## config.mk

```make
export PLATFORM = sky130hd
export DESIGN_NAME = hangul_syllable_to_keystrokes
export DESIGN_NICKNAME = d
export VERILOG_FILES = /design/src/hsk_pkg.sv /design/src/hsk_front.sv /design/src/hsk_queue.sv /design/src/hsk_back.sv /design/src/hangul_syllable_to_keystrokes.sv
export SDC_FILE = /design/constraint.sdc
export NUM_CORES = 1
export LEC_CHECK = 0
export BUFFER_PORTS_ARGS = -buffer_cell sky130_fd_sc_hd__buf_2
export CAP_MARGIN = 30
export CORE_MARGIN = 1
export CORE_UTILIZATION = 30
export CTS_CLUSTER_DIAMETER = 120
export DETAILED_ROUTE_END_ITERATION = 10
export GPL_ROUTABILITY_DRIVEN = 0
export PLACE_DENSITY_LB_ADDON = 0.3
export SLEW_MARGIN = 10
export SYNTH_ARGS = -nofsm -noshare
export SYNTH_HDL_FRONTEND = slang
export SYNTH_SLANG_ARGS = --single-unit
```

## constraint.sdc

```tcl
create_clock -name clk_i -period 5.43 [get_ports clk_i]
set_input_delay 0.8145 -clock clk_i [delete_from_list [all_inputs] [get_ports clk_i]]
set_output_delay 0.8145 -clock clk_i [all_outputs]
set_load 0.005 [all_outputs]
```

## src/hsk_pkg.sv

```systemverilog
package hsk_pkg;

  localparam logic [15:0] HANGUL_BASE = 16'hAC00;
  localparam logic [15:0] HANGUL_LAST = 16'hD7A3;
  localparam logic [15:0] ASCII_LOW   = 16'h0021;
  localparam logic [15:0] ASCII_HIGH  = 16'h007E;

  localparam int PER_INITIAL = 588;
  localparam int PER_MEDIAL  = 28;
  localparam int NUM_INITIAL = 19;
  localparam int NUM_MEDIAL  = 21;
  localparam int NUM_FINAL   = 28;
  localparam int KEYS_MAX    = 5;
  localparam int QUEUE_DEPTH_DEF = 2;

  localparam int OFF_W = 14;
  localparam int INI_W = 5;
  localparam int REM_W = 10;
  localparam int MED_W = 5;
  localparam int FIN_W = 5;
  localparam int KEY_W = 7;
  localparam int CNT_W = 3;

  localparam logic [KEY_W-1:0] KEY_NONE = '0;

  typedef enum logic [1:0] {
    CLS_NONE,
    CLS_ASCII,
    CLS_HANGUL
  } hsk_class_e;

  typedef struct packed {
    logic [KEYS_MAX-1:0][KEY_W-1:0] keys;
    logic [CNT_W-1:0]               count;
    logic                           korean;
  } hsk_entry_t;

  function automatic logic [KEY_W-1:0] initial_key(input logic [INI_W-1:0] idx);
    logic [KEY_W-1:0] k;
    case (idx)
      5'd0:    k = 7'("r");
      5'd1:    k = 7'("R");
      5'd2:    k = 7'("s");
      5'd3:    k = 7'("e");
      5'd4:    k = 7'("E");
      5'd5:    k = 7'("f");
      5'd6:    k = 7'("a");
      5'd7:    k = 7'("q");
      5'd8:    k = 7'("Q");
      5'd9:    k = 7'("t");
      5'd10:   k = 7'("T");
      5'd11:   k = 7'("d");
      5'd12:   k = 7'("w");
      5'd13:   k = 7'("W");
      5'd14:   k = 7'("c");
      5'd15:   k = 7'("z");
      5'd16:   k = 7'("x");
      5'd17:   k = 7'("v");
      default: k = 7'("g");
    endcase
    return k;
  endfunction

  function automatic logic [KEY_W-1:0] medial_key0(input logic [MED_W-1:0] idx);
    logic [KEY_W-1:0] k;
    case (idx)
      5'd0:    k = 7'("k");
      5'd1:    k = 7'("o");
      5'd2:    k = 7'("i");
      5'd3:    k = 7'("O");
      5'd4:    k = 7'("j");
      5'd5:    k = 7'("p");
      5'd6:    k = 7'("u");
      5'd7:    k = 7'("P");
      5'd8:    k = 7'("h");
      5'd9:    k = 7'("h");
      5'd10:   k = 7'("h");
      5'd11:   k = 7'("h");
      5'd12:   k = 7'("y");
      5'd13:   k = 7'("n");
      5'd14:   k = 7'("n");
      5'd15:   k = 7'("n");
      5'd16:   k = 7'("n");
      5'd17:   k = 7'("b");
      5'd18:   k = 7'("m");
      5'd19:   k = 7'("m");
      default: k = 7'("l");
    endcase
    return k;
  endfunction

  function automatic logic [KEY_W-1:0] medial_key1(input logic [MED_W-1:0] idx);
    logic [KEY_W-1:0] k;
    case (idx)
      5'd9:    k = 7'("k");
      5'd10:   k = 7'("o");
      5'd11:   k = 7'("l");
      5'd14:   k = 7'("j");
      5'd15:   k = 7'("p");
      5'd16:   k = 7'("l");
      5'd19:   k = 7'("l");
      default: k = KEY_NONE;
    endcase
    return k;
  endfunction

  function automatic logic [KEY_W-1:0] final_key0(input logic [FIN_W-1:0] idx);
    logic [KEY_W-1:0] k;
    case (idx)
      5'd1:    k = 7'("r");
      5'd2:    k = 7'("R");
      5'd3:    k = 7'("r");
      5'd4:    k = 7'("s");
      5'd5:    k = 7'("s");
      5'd6:    k = 7'("s");
      5'd7:    k = 7'("e");
      5'd8:    k = 7'("f");
      5'd9:    k = 7'("f");
      5'd10:   k = 7'("f");
      5'd11:   k = 7'("f");
      5'd12:   k = 7'("f");
      5'd13:   k = 7'("f");
      5'd14:   k = 7'("f");
      5'd15:   k = 7'("f");
      5'd16:   k = 7'("a");
      5'd17:   k = 7'("q");
      5'd18:   k = 7'("q");
      5'd19:   k = 7'("t");
      5'd20:   k = 7'("T");
      5'd21:   k = 7'("d");
      5'd22:   k = 7'("w");
      5'd23:   k = 7'("c");
      5'd24:   k = 7'("z");
      5'd25:   k = 7'("x");
      5'd26:   k = 7'("v");
      5'd27:   k = 7'("g");
      default: k = KEY_NONE;
    endcase
    return k;
  endfunction

  function automatic logic [KEY_W-1:0] final_key1(input logic [FIN_W-1:0] idx);
    logic [KEY_W-1:0] k;
    case (idx)
      5'd3:    k = 7'("t");
      5'd5:    k = 7'("w");
      5'd6:    k = 7'("g");
      5'd9:    k = 7'("r");
      5'd10:   k = 7'("a");
      5'd11:   k = 7'("q");
      5'd12:   k = 7'("t");
      5'd13:   k = 7'("x");
      5'd14:   k = 7'("v");
      5'd15:   k = 7'("g");
      5'd18:   k = 7'("t");
      default: k = KEY_NONE;
    endcase
    return k;
  endfunction

endpackage

```

## src/hsk_front.sv

```systemverilog
module hsk_front (
  input  logic              clk_i,
  input  logic              rst_ni,
  input  logic              in_valid_i,
  output logic              in_stall_o,
  input  logic [15:0]       code_point_i,
  input  logic              q_full_i,
  output logic              q_push_o,
  output hsk_pkg::hsk_entry_t q_entry_o
);
  import hsk_pkg::*;

  logic             s0_v_q, s0_v_d;
  logic [15:0]      s0_cp_q;
  logic             s1_v_q, s1_v_d;
  hsk_class_e       s1_cls_q, s1_cls_d;
  logic [KEY_W-1:0] s1_chr_q;
  logic [INI_W-1:0] s1_ini_q, s1_ini_d;
  logic [REM_W-1:0] s1_rem_q, s1_rem_d;
  logic [OFF_W-1:0] off;
  logic             accept, s0_adv, s1_done;
  logic [MED_W-1:0] med;
  logic [FIN_W-1:0] fin;
  logic [KEY_W-1:0] m2, f0, f1;
  logic [CNT_W-1:0] n;
  hsk_entry_t       ent;

  assign s1_done    = s1_v_q && ((s1_cls_q == CLS_NONE) || !q_full_i);
  assign s0_adv     = s0_v_q && (!s1_v_q || s1_done);
  assign in_stall_o = s0_v_q && !s0_adv;
  assign accept     = in_valid_i && !in_stall_o;
  assign s0_v_d     = accept || (s0_v_q && !s0_adv);
  assign s1_v_d     = s0_adv || (s1_v_q && !s1_done);

  // classify and split off the initial
  always_comb begin
    off = OFF_W'(s0_cp_q - HANGUL_BASE);
    if (s0_cp_q >= ASCII_LOW && s0_cp_q <= ASCII_HIGH) begin
      s1_cls_d = CLS_ASCII;
    end else if (s0_cp_q >= HANGUL_BASE && s0_cp_q <= HANGUL_LAST) begin
      s1_cls_d = CLS_HANGUL;
    end else begin
      s1_cls_d = CLS_NONE;
    end
    s1_ini_d = '0;
    for (int k = 1; k < NUM_INITIAL; k++) begin
      if (off >= OFF_W'(k * PER_INITIAL)) begin
        s1_ini_d = INI_W'(k);
      end
    end
    s1_rem_d = REM_W'(off - OFF_W'(s1_ini_d) * OFF_W'(PER_INITIAL));
  end

  // split medial and final, build the key list
  always_comb begin
    med = '0;
    for (int k = 1; k < NUM_MEDIAL; k++) begin
      if (s1_rem_q >= REM_W'(k * PER_MEDIAL)) begin
        med = MED_W'(k);
      end
    end
    fin = FIN_W'(s1_rem_q - REM_W'(med) * REM_W'(PER_MEDIAL));
    m2  = medial_key1(med);
    f0  = final_key0(fin);
    f1  = final_key1(fin);
    ent = '0;
    n   = CNT_W'(2);
    ent.keys[0] = initial_key(s1_ini_q);
    ent.keys[1] = medial_key0(med);
    if (m2 != KEY_NONE) begin
      ent.keys[n] = m2;
      n = n + CNT_W'(1);
    end
    if (f0 != KEY_NONE) begin
      ent.keys[n] = f0;
      n = n + CNT_W'(1);
    end
    if (f1 != KEY_NONE) begin
      ent.keys[n] = f1;
      n = n + CNT_W'(1);
    end
    ent.count  = n;
    ent.korean = 1'b1;
    if (s1_cls_q == CLS_ASCII) begin
      ent        = '0;
      ent.keys[0] = s1_chr_q;
      ent.count  = CNT_W'(1);
      ent.korean = 1'b0;
    end
  end

  assign q_push_o  = s1_done && (s1_cls_q != CLS_NONE);
  assign q_entry_o = ent;

  always_ff @(posedge clk_i or negedge rst_ni) begin
    if (!rst_ni) begin
      s0_v_q <= 1'b0;
      s1_v_q <= 1'b0;
    end else begin
      s0_v_q <= s0_v_d;
      s1_v_q <= s1_v_d;
    end
  end

  always_ff @(posedge clk_i) begin
    if (accept) begin
      s0_cp_q <= code_point_i;
    end
    if (s0_adv) begin
      s1_cls_q <= s1_cls_d;
      s1_chr_q <= s0_cp_q[KEY_W-1:0];
      s1_ini_q <= s1_ini_d;
      s1_rem_q <= s1_rem_d;
    end
  end

endmodule

```

## src/hsk_queue.sv

```systemverilog
module hsk_queue #(
  parameter int Depth = hsk_pkg::QUEUE_DEPTH_DEF
) (
  input  logic                clk_i,
  input  logic                rst_ni,
  input  logic                push_i,
  input  hsk_pkg::hsk_entry_t entry_i,
  output logic                full_o,
  output logic                empty_o,
  input  logic                pop_i,
  output hsk_pkg::hsk_entry_t head_o
);
  import hsk_pkg::*;

  localparam int PtrW  = (Depth > 1) ? $clog2(Depth) : 1;
  localparam int FillW = $clog2(Depth + 1);

  hsk_entry_t       mem_q [Depth];
  logic [PtrW-1:0]  wr_ptr_q, wr_ptr_d, rd_ptr_q, rd_ptr_d;
  logic [FillW-1:0] fill_q, fill_d;

  assign full_o  = (fill_q == FillW'(Depth));
  assign empty_o = (fill_q == '0);
  assign head_o  = mem_q[rd_ptr_q];

  always_comb begin
    wr_ptr_d = wr_ptr_q;
    rd_ptr_d = rd_ptr_q;
    fill_d   = fill_q;
    if (push_i) begin
      wr_ptr_d = (wr_ptr_q == PtrW'(Depth - 1)) ? '0 : wr_ptr_q + PtrW'(1);
    end
    if (pop_i) begin
      rd_ptr_d = (rd_ptr_q == PtrW'(Depth - 1)) ? '0 : rd_ptr_q + PtrW'(1);
    end
    if (push_i && !pop_i) begin
      fill_d = fill_q + FillW'(1);
    end else if (pop_i && !push_i) begin
      fill_d = fill_q - FillW'(1);
    end
  end

  always_ff @(posedge clk_i or negedge rst_ni) begin
    if (!rst_ni) begin
      wr_ptr_q <= '0;
      rd_ptr_q <= '0;
      fill_q   <= '0;
    end else begin
      wr_ptr_q <= wr_ptr_d;
      rd_ptr_q <= rd_ptr_d;
      fill_q   <= fill_d;
    end
  end

  always_ff @(posedge clk_i) begin
    if (push_i) begin
      mem_q[wr_ptr_q] <= entry_i;
    end
  end

endmodule

```

## src/hsk_back.sv

```systemverilog
module hsk_back (
  input  logic                clk_i,
  input  logic                rst_ni,
  input  logic                q_empty_i,
  input  hsk_pkg::hsk_entry_t q_head_i,
  output logic                q_pop_o,
  output logic                out_valid_o,
  input  logic                out_stall_i,
  output logic [6:0]          key_code_o,
  output logic                is_korean_o,
  output logic [2:0]          run_length_o,
  output logic                last_of_run_o
);
  import hsk_pkg::*;

  logic             out_v_q, out_v_d;
  logic [KEY_W-1:0] key_q;
  logic             kor_q;
  logic [CNT_W-1:0] len_q;
  logic             last_q;
  logic [CNT_W-1:0] idx_q, idx_d;
  logic             load, last;

  assign load    = !q_empty_i && (!out_v_q || !out_stall_i);
  assign last    = (idx_q == q_head_i.count - CNT_W'(1));
  assign q_pop_o = load && last;
  assign out_v_d = load || (out_v_q && out_stall_i);

  always_comb begin
    idx_d = idx_q;
    if (load) begin
      idx_d = last ? '0 : idx_q + CNT_W'(1);
    end
  end

  always_ff @(posedge clk_i or negedge rst_ni) begin
    if (!rst_ni) begin
      out_v_q <= 1'b0;
      idx_q   <= '0;
    end else begin
      out_v_q <= out_v_d;
      idx_q   <= idx_d;
    end
  end

  always_ff @(posedge clk_i) begin
    if (load) begin
      key_q  <= q_head_i.keys[idx_q];
      kor_q  <= q_head_i.korean;
      len_q  <= q_head_i.count;
      last_q <= last;
    end
  end

  assign out_valid_o   = out_v_q;
  assign key_code_o    = key_q;
  assign is_korean_o   = kor_q;
  assign run_length_o  = len_q;
  assign last_of_run_o = last_q;

  a_ascii_single : assert property (@(posedge clk_i) disable iff (!rst_ni)
    out_v_q && !kor_q |-> len_q == CNT_W'(1) && last_q)
    else $error("ascii word not a single-key run");

  a_korean_len : assert property (@(posedge clk_i) disable iff (!rst_ni)
    out_v_q && kor_q |-> len_q >= CNT_W'(2) && len_q <= CNT_W'(KEYS_MAX))
    else $error("hangul run length out of range");

  a_idx_in_run : assert property (@(posedge clk_i) disable iff (!rst_ni)
    !q_empty_i |-> idx_q < q_head_i.count)
    else $error("key index beyond run");

endmodule

```

## src/hangul_syllable_to_keystrokes.sv

```systemverilog
// channel | valid       | stall       | payload
// in      | in_valid_i  | in_stall_o  | code_point_i
// out     | out_valid_o | out_stall_i | key_code_o is_korean_o run_length_o last_of_run_o
//
// one code point accepted per cycle unless in_stall_o is high; one keystroke word leaves per cycle
// unless out_stall_i holds it, so a kept code point yields run_length words (1 to 5)
// from accept to first keystroke a code point passes two classify stages,
// the queue and the output register
// reset clears only the valid bits, queue pointers and fill count, and key index
// an output stall backs up through the queue, then stalls the input
module hangul_syllable_to_keystrokes #(
  parameter int QueueDepth = hsk_pkg::QUEUE_DEPTH_DEF
) (
  input  logic        clk_i,
  input  logic        rst_ni,
  input  logic        in_valid_i,
  output logic        in_stall_o,
  input  logic [15:0] code_point_i,
  output logic        out_valid_o,
  input  logic        out_stall_i,
  output logic [6:0]  key_code_o,
  output logic        is_korean_o,
  output logic [2:0]  run_length_o,
  output logic        last_of_run_o
);
  import hsk_pkg::*;

  logic       push, pop, full, empty;
  hsk_entry_t entry, head;

  hsk_front u_front (
    .clk_i        (clk_i),
    .rst_ni       (rst_ni),
    .in_valid_i   (in_valid_i),
    .in_stall_o   (in_stall_o),
    .code_point_i (code_point_i),
    .q_full_i     (full),
    .q_push_o     (push),
    .q_entry_o    (entry)
  );

  hsk_queue #(
    .Depth (QueueDepth)
  ) u_queue (
    .clk_i   (clk_i),
    .rst_ni  (rst_ni),
    .push_i  (push),
    .entry_i (entry),
    .full_o  (full),
    .empty_o (empty),
    .pop_i   (pop),
    .head_o  (head)
  );

  hsk_back u_back (
    .clk_i         (clk_i),
    .rst_ni        (rst_ni),
    .q_empty_i     (empty),
    .q_head_i      (head),
    .q_pop_o       (pop),
    .out_valid_o   (out_valid_o),
    .out_stall_i   (out_stall_i),
    .key_code_o    (key_code_o),
    .is_korean_o   (is_korean_o),
    .run_length_o  (run_length_o),
    .last_of_run_o (last_of_run_o)
  );

endmodule
```

==> impl_metrics.yaml, run 1 <==
global_routing:
  gr-total-overflow: 0
  grt_first_pass_wirelength_mm: 32.5
  grt_use_total_pct: 14.1
  antenna_found_initial: 0
  grt_max_degree: 39
  grt_pass1_vias: 6136
placed_design:
  dpl_cell_area_um2: 9470
  portBuffers: 33
  hpwl_mm: 14.4
logic_synthesis:
  avgSynthCellArea_um2: 10.7
  synth_cell_types: 75
  synth_cells: 813
  ys.flop_type: "edfxtp_1"
  ys_seq_area_share_pct: 47.9
  synthesis.nets: 881
  syn_area_um2: 8670
  yosysTopAreaCellShare_pct: 43.7
  synth-edff-count: 126
  synth_common_cells: "126 x edfxtp_1, 65 x nand2_1, 61 x nor2_1"
  async_reset_ff_share_pct: 7.04
  yosysMostFrequentCell: "edfxtp_1"
  yosysTopAreaCell: "edfxtp_1"
  yosysWarningCount: 0
  netlist_top_cells_area: "edfxtp_1 44%, ha_1 6.6%, mux4_2 3.6%, o21ai_0 2.9%, dfrtp_1 2.9%"
  yosys_register_bits: 142
clock_tree:
  clockBufferDepth: 2
  cts_sinks: 142
  ctsHoldBuffers: 0
  clk_pin_slew_ns: 0.07
  ctsHtreeMaxLevel: 4
  cts_made_buffers: 17
  cts_tree: "done"
  cts_root_buf: "clkbuf_16"
  clk_latency_ns: 0.43
detailed_routing:
  drt_iter0_markers: 394
  drc: 0
  routed_wl_mm: 20.0
  drt-wirelength-per-cell_um: 15.9
  viasPerCell: 5.14
  dr.pass1.iters: 5
  ant_nets: 0
  vias: 6450
timing:
  finalClockSkew_ns: 0.0131
  period_share_pct: 93.7
  slew_violations: 0
  setup_viol: 0
  fmax_mhz: 197
  timing.hold.ws_ns: 0.239
  max-slew-margin-rel_pct: 41.7
  worstMarginPinSlew_ns: 0.875
  hold_viol_final: 0
  period_minus_slack_ns: 5.09
critical_path:
  cp_slowest_cell: "or4b_2"
  startpoint_type: "flip-flop"
  r2r_end: "u_queue.mem_q[0][12]"
  critical-path-top-delay-family: "simple AND/OR/NAND/NOR gates"
  timing.critical_path.required_ns: 5.59
  cpPeakStageDelay_ns: 0.61
  worst-setup-path-type: "reg -> reg"
  reg2reg_depth: 24
  crit_buf_inv: 2
  path_max_fanout: 7
  crit_chain: "nand2_1 -> or4b_2 -> a21oi_2 -> or4_1 -> a31oi_1 -> nor2_2 -> nor2b_4 -> ha_1 -> inv_1 -> fa_1 -> xnor2_1 -> xnor2_1 -> xnor2_2 -> buf_4 -> a21oi_1 -> nor2_1 -> o31ai_2 -> or3_4 -> ha_4 -> and3b_1 -> nand2_2 -> and3_1 -> o21ai_0 -> a21oi_1"
  r2r_slack_ns: 0.34
  worstPathArrival_ns: 5.25
  cp-end-kind: "flip-flop"
  r2r_start: "u_front.s1_rem_q[4]"
layout:
  finish.instance_area_um2: 10200
  fin_util_pct: 36.4
  fillers: 2830
  diodes: 0
  drive_above_1_share_pct: 19.2
  fin_nets: 933
  areaGrowthSynthToFinish_pct: 18.0
floorplan:
  die-area_um2: 29600
  initial_core_util_pct: 30.9
  coreArea_um2: 28100
  die-width_um: 172
  row_count: 61
  ioPinCount: 34
  die_h_um: 172
worst_hold_path:
  hold_path_class: "in -> async"
run:
  drv_cap: 0
run_status:
  status: "complete, no violations"
area by class of cell:
cell class / count / area (um2) / area share, %
Multi-Input combinational cell: 591 / 4320 / 42.3
Clock inverter: 15 / 203 / 1.98
Sequential cell: 142 / 4150 / 40.6
Clock buffer: 17 / 425 / 4.16
Inverter: 31 / 116 / 1.14
Timing Repair Buffer: 82 / 531 / 5.19
Tap cell: 378 / 473 / 4.63
logic make-up after synthesis:
family | count (synthesis) | synth area share [%]
buf+inv | 80 | 3.59
xor+xnor | 33 | 3.33
compound gates | 220 | 16.8
mux | 40 | 6.84
simple gates | 249 | 14.3
flops | 142 | 47.9
fa+ha+maj | 49 | 7.22
how the worst max path moves through the flow:
stage | endpoint | from | depth (start not counted) | slack, ns
3_3_place_gp | u_queue.mem_q[0][8] | u_front.s1_rem_q[4] | 22 | 0.18
2_1_floorplan | u_queue.mem_q[0][6] | u_front.s1_rem_q[3] | 25 | 0.01
3_5_place_dp | u_queue.mem_q[1][16] | u_front.s1_rem_q[4] | 22 | 0.009
6_report | u_queue.mem_q[0][12] | u_front.s1_rem_q[4] | 24 | 0.34
4_1_cts | u_queue.mem_q[0][5] | u_front.s1_rem_q[4] | 22 | 0.004
5_1_grt | u_queue.mem_q[0][12] | u_front.s1_rem_q[4] | 24 | -0.006
registers in the layout, indices dropped and copies added, names as in the netlist, 3 cells and up, named ones only:
signal               cells
u_back.idx_q             3
u_back.key_code_o        7
u_back.run_length_o      3
u_front.s0_cp_q         16
u_front.s1_chr_q         5
u_front.s1_ini_q         5
u_front.s1_rem_q        10
u_queue.mem_q           76
metrics by stage:
stage | setup slack, ns | TNS (ns) | cells
4_1_cts | 0.00441 | 0 | 1251
2_1_floorplan | 0.0110 | 0 | 813
5_1_grt | -0.00551 | -0.0110 | 1256
3_3_place_gp | 0.177 | 0 | 1218
6_report | 0.342 | 0 | 1256
3_5_place_dp | 0.00925 | 0 | 1219
worst register-to-register path, stage by stage, from the launching register on:
cell and delay (ns):
edfxtp_1 0.38, nand2_1 0.11, or4b_2 0.61, a21oi_2 0.17
or4_1 0.12, a31oi_1 0.08, nor2_2 0.12, nor2b_4 0.16
ha_1 0.18, inv_1 0.06, fa_1 0.41, xnor2_1 0.15
xnor2_1 0.16, xnor2_2 0.32, buf_4 0.18, a21oi_1 0.06
nor2_1 0.13, o31ai_2 0.10, or3_4 0.37, ha_4 0.30
and3b_1 0.19, nand2_2 0.12, and3_1 0.18, o21ai_0 0.07
a21oi_1 0.10
layer usage:
metal	global-route usage (%)	part of all wire (%)
met4	4.27	1.5
met5	0	0
met2	22.5	47
met1	19.0	47
met3	2.95	3.9
repair_timing:
item	CTS	global route
endpoints found under the setup margin	2	59
gates resized for setup	1	21
pin swaps	0	6
setup buffers	0	5
layout by cell type (no fill, tap or decap), types with 7 or more instances in the layout:
master     Yosys  final
a31oi_1       12     12
a21oi_1       43     41
and2_1         9      9
a211oi_1       9      8
ha_1          46     44
buf_2          2     34
and3_1        14     14
nand2b_1      11     11
mux2i_1       21     21
inv_1         29     29
o22ai_1        7      7
o211ai_1       9      9
dfrtp_1       10     10
nor2b_1       15     11
clkbuf_16      0     17
nand3_1       23     23
buf_4          0     48
mux4_2        14     14
nor3_1        16     15
a22oi_1        8      8
a21o_1        12     12
a211o_1        7      7
xnor2_1       21     19
edfxtp_1     126    126
o21ai_0       51     49
xor2_1        12     12
nor2_1        61     59
nand2_1       65     63
Power of run 1 is left out: the tool's default activity adds up to more than one toggle a clock period on the data nets, which glitch-free logic cannot reach.
==> inputs of run 2 (changes only) <==
==> constraint.sdc (replaced) <==
create_clock -name clk_i -period 4.5 [get_ports clk_i]
set_input_delay 0.675 -clock clk_i [delete_from_list [all_inputs] [get_ports clk_i]]
set_output_delay 0.675 -clock clk_i [all_outputs]
set_load 0.005 [all_outputs]
==> run 2 against run 1 <==
The flow now finishes with violations (setup timing). Via count increased by 8.4%. Critical path depth unchanged. Largest cell class unchanged. Critical endpoint is now u_queue.mem_q[0][13]. Sequential cell count unchanged. Sequential share of layout area decreased by 4.7 points. Cell area increased by 13%. Setup slack got worse by 0.74 ns. Non-clock buffer count increased by 124. Die area unchanged. Worst hold slack got worse by 0.14 ns. Utilization increased by 4.8 points.
==> impl_metrics.yaml, run 2 (synthesis gave the netlist of run 1 again) <==
run_status:
  status: "complete, but fails checks"
  violations: "setup timing"
timing:
  fmax_mhz: 204
  timing.hold.ws_ns: 0.102
  period_minus_slack_ns: 4.90
  finalClockSkew_ns: 0.0138
  setup_ws_ns: -0.399
  fin_setup_tns_ns: -18.38
  max-slew-margin-rel_pct: 16.2
  rsz0062_at_grt: "yes"
  period_share_pct: 109
  setup_viol: 64
  hold_viol_final: 0
  slew_violations: 0
  worstMarginPinSlew_ns: 1.26
floorplan:
  die_h_um: 172
  die-width_um: 172
  die-area_um2: 29600
  row_count: 61
  coreArea_um2: 28100
  initial_core_util_pct: 30.9
  ioPinCount: 34
clock_tree:
  cts_made_buffers: 17
  cts_tree: "done"
  ctsHtreeMaxLevel: 4
  clk_latency_ns: 0.43
  clk_pin_slew_ns: 0.07
  cts_root_buf: "clkbuf_16"
  cts_sinks: 142
  clockBufferDepth: 2
layout:
  fin_cells: 1381
  largest_reg_flops: 76
  reg_top3: "u_queue.mem_q x76, u_front.s0_cp_q x16, u_front.s1_rem_q x10"
  layout_common_cells: "162 x buf_4, 126 x edfxtp_1, 59 x nand2_1"
  areaGrowthSynthToFinish_pct: 33.4
  drive_above_1_share_pct: 35.5
  final_common_cell: "buf_4"
  diodes: 0
  fin_nets: 1058
  top_register: "u_queue.mem_q"
critical_path:
  timing.critical_path.required_ns: 4.65
  path_max_fanout: 12
  crit_buf_inv: 3
  startpoint_type: "flip-flop"
  r2r_end: "u_queue.mem_q[0][13]"
  r2r_start: "u_front.s1_rem_q[7]"
  cp_common_cell: "buf_4"
  worstPathArrival_ns: 5.05
  r2r_slack_ns: -0.40
  crit_chain: "buf_4 -> nor3_1 -> nand2_1 -> o22a_1 -> o211ai_1 -> nor2_1 -> nor2b_4 -> buf_4 -> ha_1 -> fa_2 -> xnor2_2 -> xnor2_2 -> buf_4 -> xnor2_4 -> nand2_2 -> a21oi_2 -> a211oi_2 -> or3_4 -> ha_4 -> and3b_2 -> nand2_4 -> o21a_1 -> o21ai_1 -> a21oi_1"
  reg2reg_depth: 24
  cp-end-kind: "flip-flop"
  critical-path-top-delay-family: "simple AND/OR/NAND/NOR gates"
  cp_slowest_cell: "edfxtp_1"
  worst-setup-path-type: "reg -> reg"
  crit_start: "u_front.s1_rem_q[7]"
  cpPeakStageDelay_ns: 0.42
detailed_routing:
  routed_wl_mm: 21.8
  drt-wirelength-per-cell_um: 15.8
  vias: 6993
  viasPerCell: 5.06
  ant_nets: 0
  dr.pass1.iters: 5
  drt_iter0_markers: 510
  drc: 0
placed_design:
  hpwl_mm: 15.9
  place_ws_ns: -0.505
  placed_cells: 1320
  portBuffers: 33
global_routing:
  antenna_found_initial: 0
  met1_usage_pct: 19.8
  gr-total-overflow: 0
  grt_use_met3_pct: 2.84
  grt_use_total_pct: 15.3
  grt_util_met2_pct: 25.4
  grt_max_degree: 39
  grt_pass1_vias: 6797
  grt_most_used_layer: "met2"
  grt_first_pass_wirelength_mm: 35.0
worst_hold_path:
  hold_path_class: "in -> async"
run:
  drv_cap: 0
[run 2: changes by cell type in the layout (fill, tap and decap cells not counted), sizes merged]
cell	before	now
clkbuf	17	18
bufinv	3	2
xnor2	21	22
buf	82	206
[run 2: repair_timing]
action,4_1_cts,5_1_grt
gates resized for setup,32,37
setup buffers,24,7
pin swaps,20,25
hold buffers,0,0
endpoints found under the setup margin,68,77
cloned,1,0
[run 2: layout make-up]
type                            count  area (um2)
Fill cell                        2764       16500
Inverter                           31         119
Clock buffer                       18         429
Timing Repair Buffer              206        1520
Sequential cell                   142        4150
Tap cell                          378         473
Multi-Input combinational cell    592        4690
Clock inverter                     14         176
[run 2: worst max path at each step]
| stage | end | cells past startpoint |
|---|---|---|
| final | u_queue.mem_q[0][13] | 24 |
| after floorplan | u_queue.mem_q[0][6] | 24 |
| after global placement | u_queue.mem_q[0][8] | 20 |
| after detailed placement | u_queue.mem_q[1][6] | 21 |
| after global routing | u_queue.mem_q[0][18] | 26 |
| after CTS | u_queue.mem_q[0][6] | 22 |
[run 2: routing by layer]
metal  share of wire [%]  vias up
met3                 3.4       33
met1                  46     3370
met2                  48      157
met5                   0        -
met4                 2.1        0
li1                    -     3433
[run 2: metrics by stage]
step,area (um2),utilization [%]
2_1_floorplan,8930,-
3_3_place_gp,10400,37.1
3_5_place_dp,10400,37.2
4_1_cts,11400,40.4
5_1_grt,11600,41.2
6_report,11600,41.2
[run 2: worst register-to-register path, stage by stage (launching register included)]
cell and delay (ns):
edfxtp_1 0.42, buf_4 0.20, nor3_1 0.20, nand2_1 0.11, o22a_1 0.20, o211ai_1 0.17
nor2_1 0.10, nor2b_4 0.14, buf_4 0.13, ha_1 0.20, fa_2 0.38, xnor2_2 0.15
xnor2_2 0.14, buf_4 0.16, xnor2_4 0.22, nand2_2 0.08, a21oi_2 0.15, a211oi_2 0.07
or3_4 0.42, ha_4 0.32, and3b_2 0.23, nand2_4 0.10, o21a_1 0.14, o21ai_1 0.09
a21oi_1 0.10
Power of run 2 is left out for the same reason.
==> inputs of run 3 (changes only) <==
--- a/config.mk
+++ b/config.mk
@@ -12,6 +12,7 @@
 export CTS_CLUSTER_DIAMETER = 120
 export DETAILED_ROUTE_END_ITERATION = 10
 export GPL_ROUTABILITY_DRIVEN = 0
+export GPL_TIMING_DRIVEN = 0
 export PLACE_DENSITY_LB_ADDON = 0.3
 export SLEW_MARGIN = 10
 export SYNTH_ARGS = -nofsm -noshare
==> run 3 against run 2 <==
The flow still finishes with violations (setup timing). Count of clock-buffer cells in the layout is the same. Die area unchanged. Non-clock buffer count is 63 lower. Sequential share of layout area rose by 1.8 points. Routed wire length shrank 1.1%. Highest routed layer unchanged.
==> impl_metrics.yaml, run 3 (synthesis gave the netlist of run 1 again) <==
run_status:
  status: "complete, but fails checks"
  violations: "setup timing"
critical_path:
  cp_slowest_cell: "edfxtp_1"
  worstPathArrival_ns: 5.24
  r2r_slack_ns: -0.61
  cp-end-kind: "flip-flop"
  cpPeakStageDelay_ns: 0.52
  crit_buf_inv: 2
  path_max_fanout: 7
  crit_start: "u_front.s1_rem_q[4]"
  worst-setup-path-type: "reg -> reg"
  critical-path-top-delay-family: "simple AND/OR/NAND/NOR gates"
  r2r_start: "u_front.s1_rem_q[4]"
  timing.critical_path.required_ns: 4.63
  crit_chain: "nand2_4 -> or4b_4 -> a21oi_2 -> or4_1 -> a31oi_1 -> nor2_2 -> nor2b_4 -> ha_4 -> inv_2 -> fa_2 -> xnor2_2 -> xnor2_2 -> xnor2_2 -> clkbuf_8 -> a21oi_2 -> nor2_1 -> o31ai_2 -> or3_4 -> ha_4 -> and3b_2 -> nand2_4 -> o21a_1 -> o21ai_1 -> a21oi_2"
  startpoint_type: "flip-flop"
layout:
  largest_reg_flops: 76
  top_register: "u_queue.mem_q"
  final_common_cell: "edfxtp_1"
  layout_common_cells: "126 x edfxtp_1, 59 x nand2_1, 52 x buf_4"
  drive_above_1_share_pct: 28.5
  reg_top3: "u_queue.mem_q x76, u_front.s0_cp_q x16, u_front.s1_rem_q x10"
  diodes: 0
  fin_nets: 994
  areaGrowthSynthToFinish_pct: 27.2
timing:
  max-slew-margin-rel_pct: 27.6
  setup_viol: 65
  timing.hold.ws_ns: 0.112
  finalClockSkew_ns: 0.0149
  rsz0062_at_grt: "yes"
  setup_ws_ns: -0.608
  fmax_mhz: 196
  slew_violations: 0
  period_share_pct: 114
  period_minus_slack_ns: 5.11
  worstMarginPinSlew_ns: 1.08
  hold_viol_final: 0
  fin_setup_tns_ns: -29.94
global_routing:
  grt_max_degree: 32
  grt_first_pass_wirelength_mm: 33.8
  grt_use_total_pct: 14.9
  gr-total-overflow: 0
  antenna_found_initial: 0
  grt_pass1_vias: 6441
detailed_routing:
  drc: 0
  routed_wl_mm: 21.6
  drt-wirelength-per-cell_um: 16.4
  viasPerCell: 5.28
  drt_iter0_markers: 670
  ant_nets: 0
  vias: 6954
  dr.pass1.iters: 6
run:
  drv_cap: 0
floorplan:
  initial_core_util_pct: 30.9
  coreArea_um2: 28100
  die_h_um: 172
  ioPinCount: 34
  die-width_um: 172
  row_count: 61
  die-area_um2: 29600
clock_tree:
  cts_tree: "done"
  cts_sinks: 142
  ctsHtreeMaxLevel: 4
  cts_made_buffers: 17
  clockBufferDepth: 2
  clk_pin_slew_ns: 0.06
  cts_root_buf: "clkbuf_16"
  clk_latency_ns: 0.43
placed_design:
  portBuffers: 33
  hpwl_mm: 15.0
worst_hold_path:
  hold_path_class: "in -> async"
[run 3: cell types whose count changed in the layout (fill, tap and decap cells not counted), sizes merged]
cell	delta
clkbuf	+34
buf	-97
bufinv	-1
inv	-4
xnor2	-1
clkinv	+4
clkinvlp	+1
[run 3: per-stage QoR]
stage	worst slack [ns]	std cells	util [%]	area [um2]
after global routing	-0.788	1317	39.2	11000
after global placement	-1.23	1224	34.1	9570
final	-0.608	1317	39.2	11000
after floorplan	-0.521	813	-	8930
after CTS	-0.592	1302	37.9	10700
after detailed placement	-1.22	1227	34.3	9640
[run 3: worst paths after layout]
check                           cells past startpoint                   end
min in group clk_i                                  1    u_front.s0_cp_q[2]
worst min-delay path                                1       u_back.idx_q[1]
worst max register to register                     24  u_queue.mem_q[0][13]
worst min register to register                      1        u_front.s1_v_q
worst max-delay path                               24  u_queue.mem_q[0][13]
max in group asynchronous                           1        u_front.s0_v_q
[run 3: layer usage]
metal / vias to the layer above / GRT usage [%] / share of wire, %
li1: 3316 / - / -
met1: 3364 / 19.3 / 44
met2: 236 / 24.8 / 49
met3: 38 / 2.84 / 4.9
met4: 0 / 5.08 / 2.0
met5: - / 0 / 0
[run 3: repair_timing]
action / CTS / global route
gates resized for setup: 33 / 69
buffers inserted: 45 / 15
endpoints found under the setup margin: 77 / 78
hold buffers: 0 / 0
pin swaps: 23 / 35
gates cloned: 1 / 0
[run 3: final cells by class]
class                           count  area [um2]
Sequential cell                   142        4150
Clock inverter                     14         136
Inverter                           31         119
Fill cell                        2766       17100
Buffer                             44         241
Clock buffer                       18         429
Multi-Input combinational cell    591        4740
Tap cell                          378         473
Timing Repair Buffer               99         731
Power of run 3 is left out for the same reason.
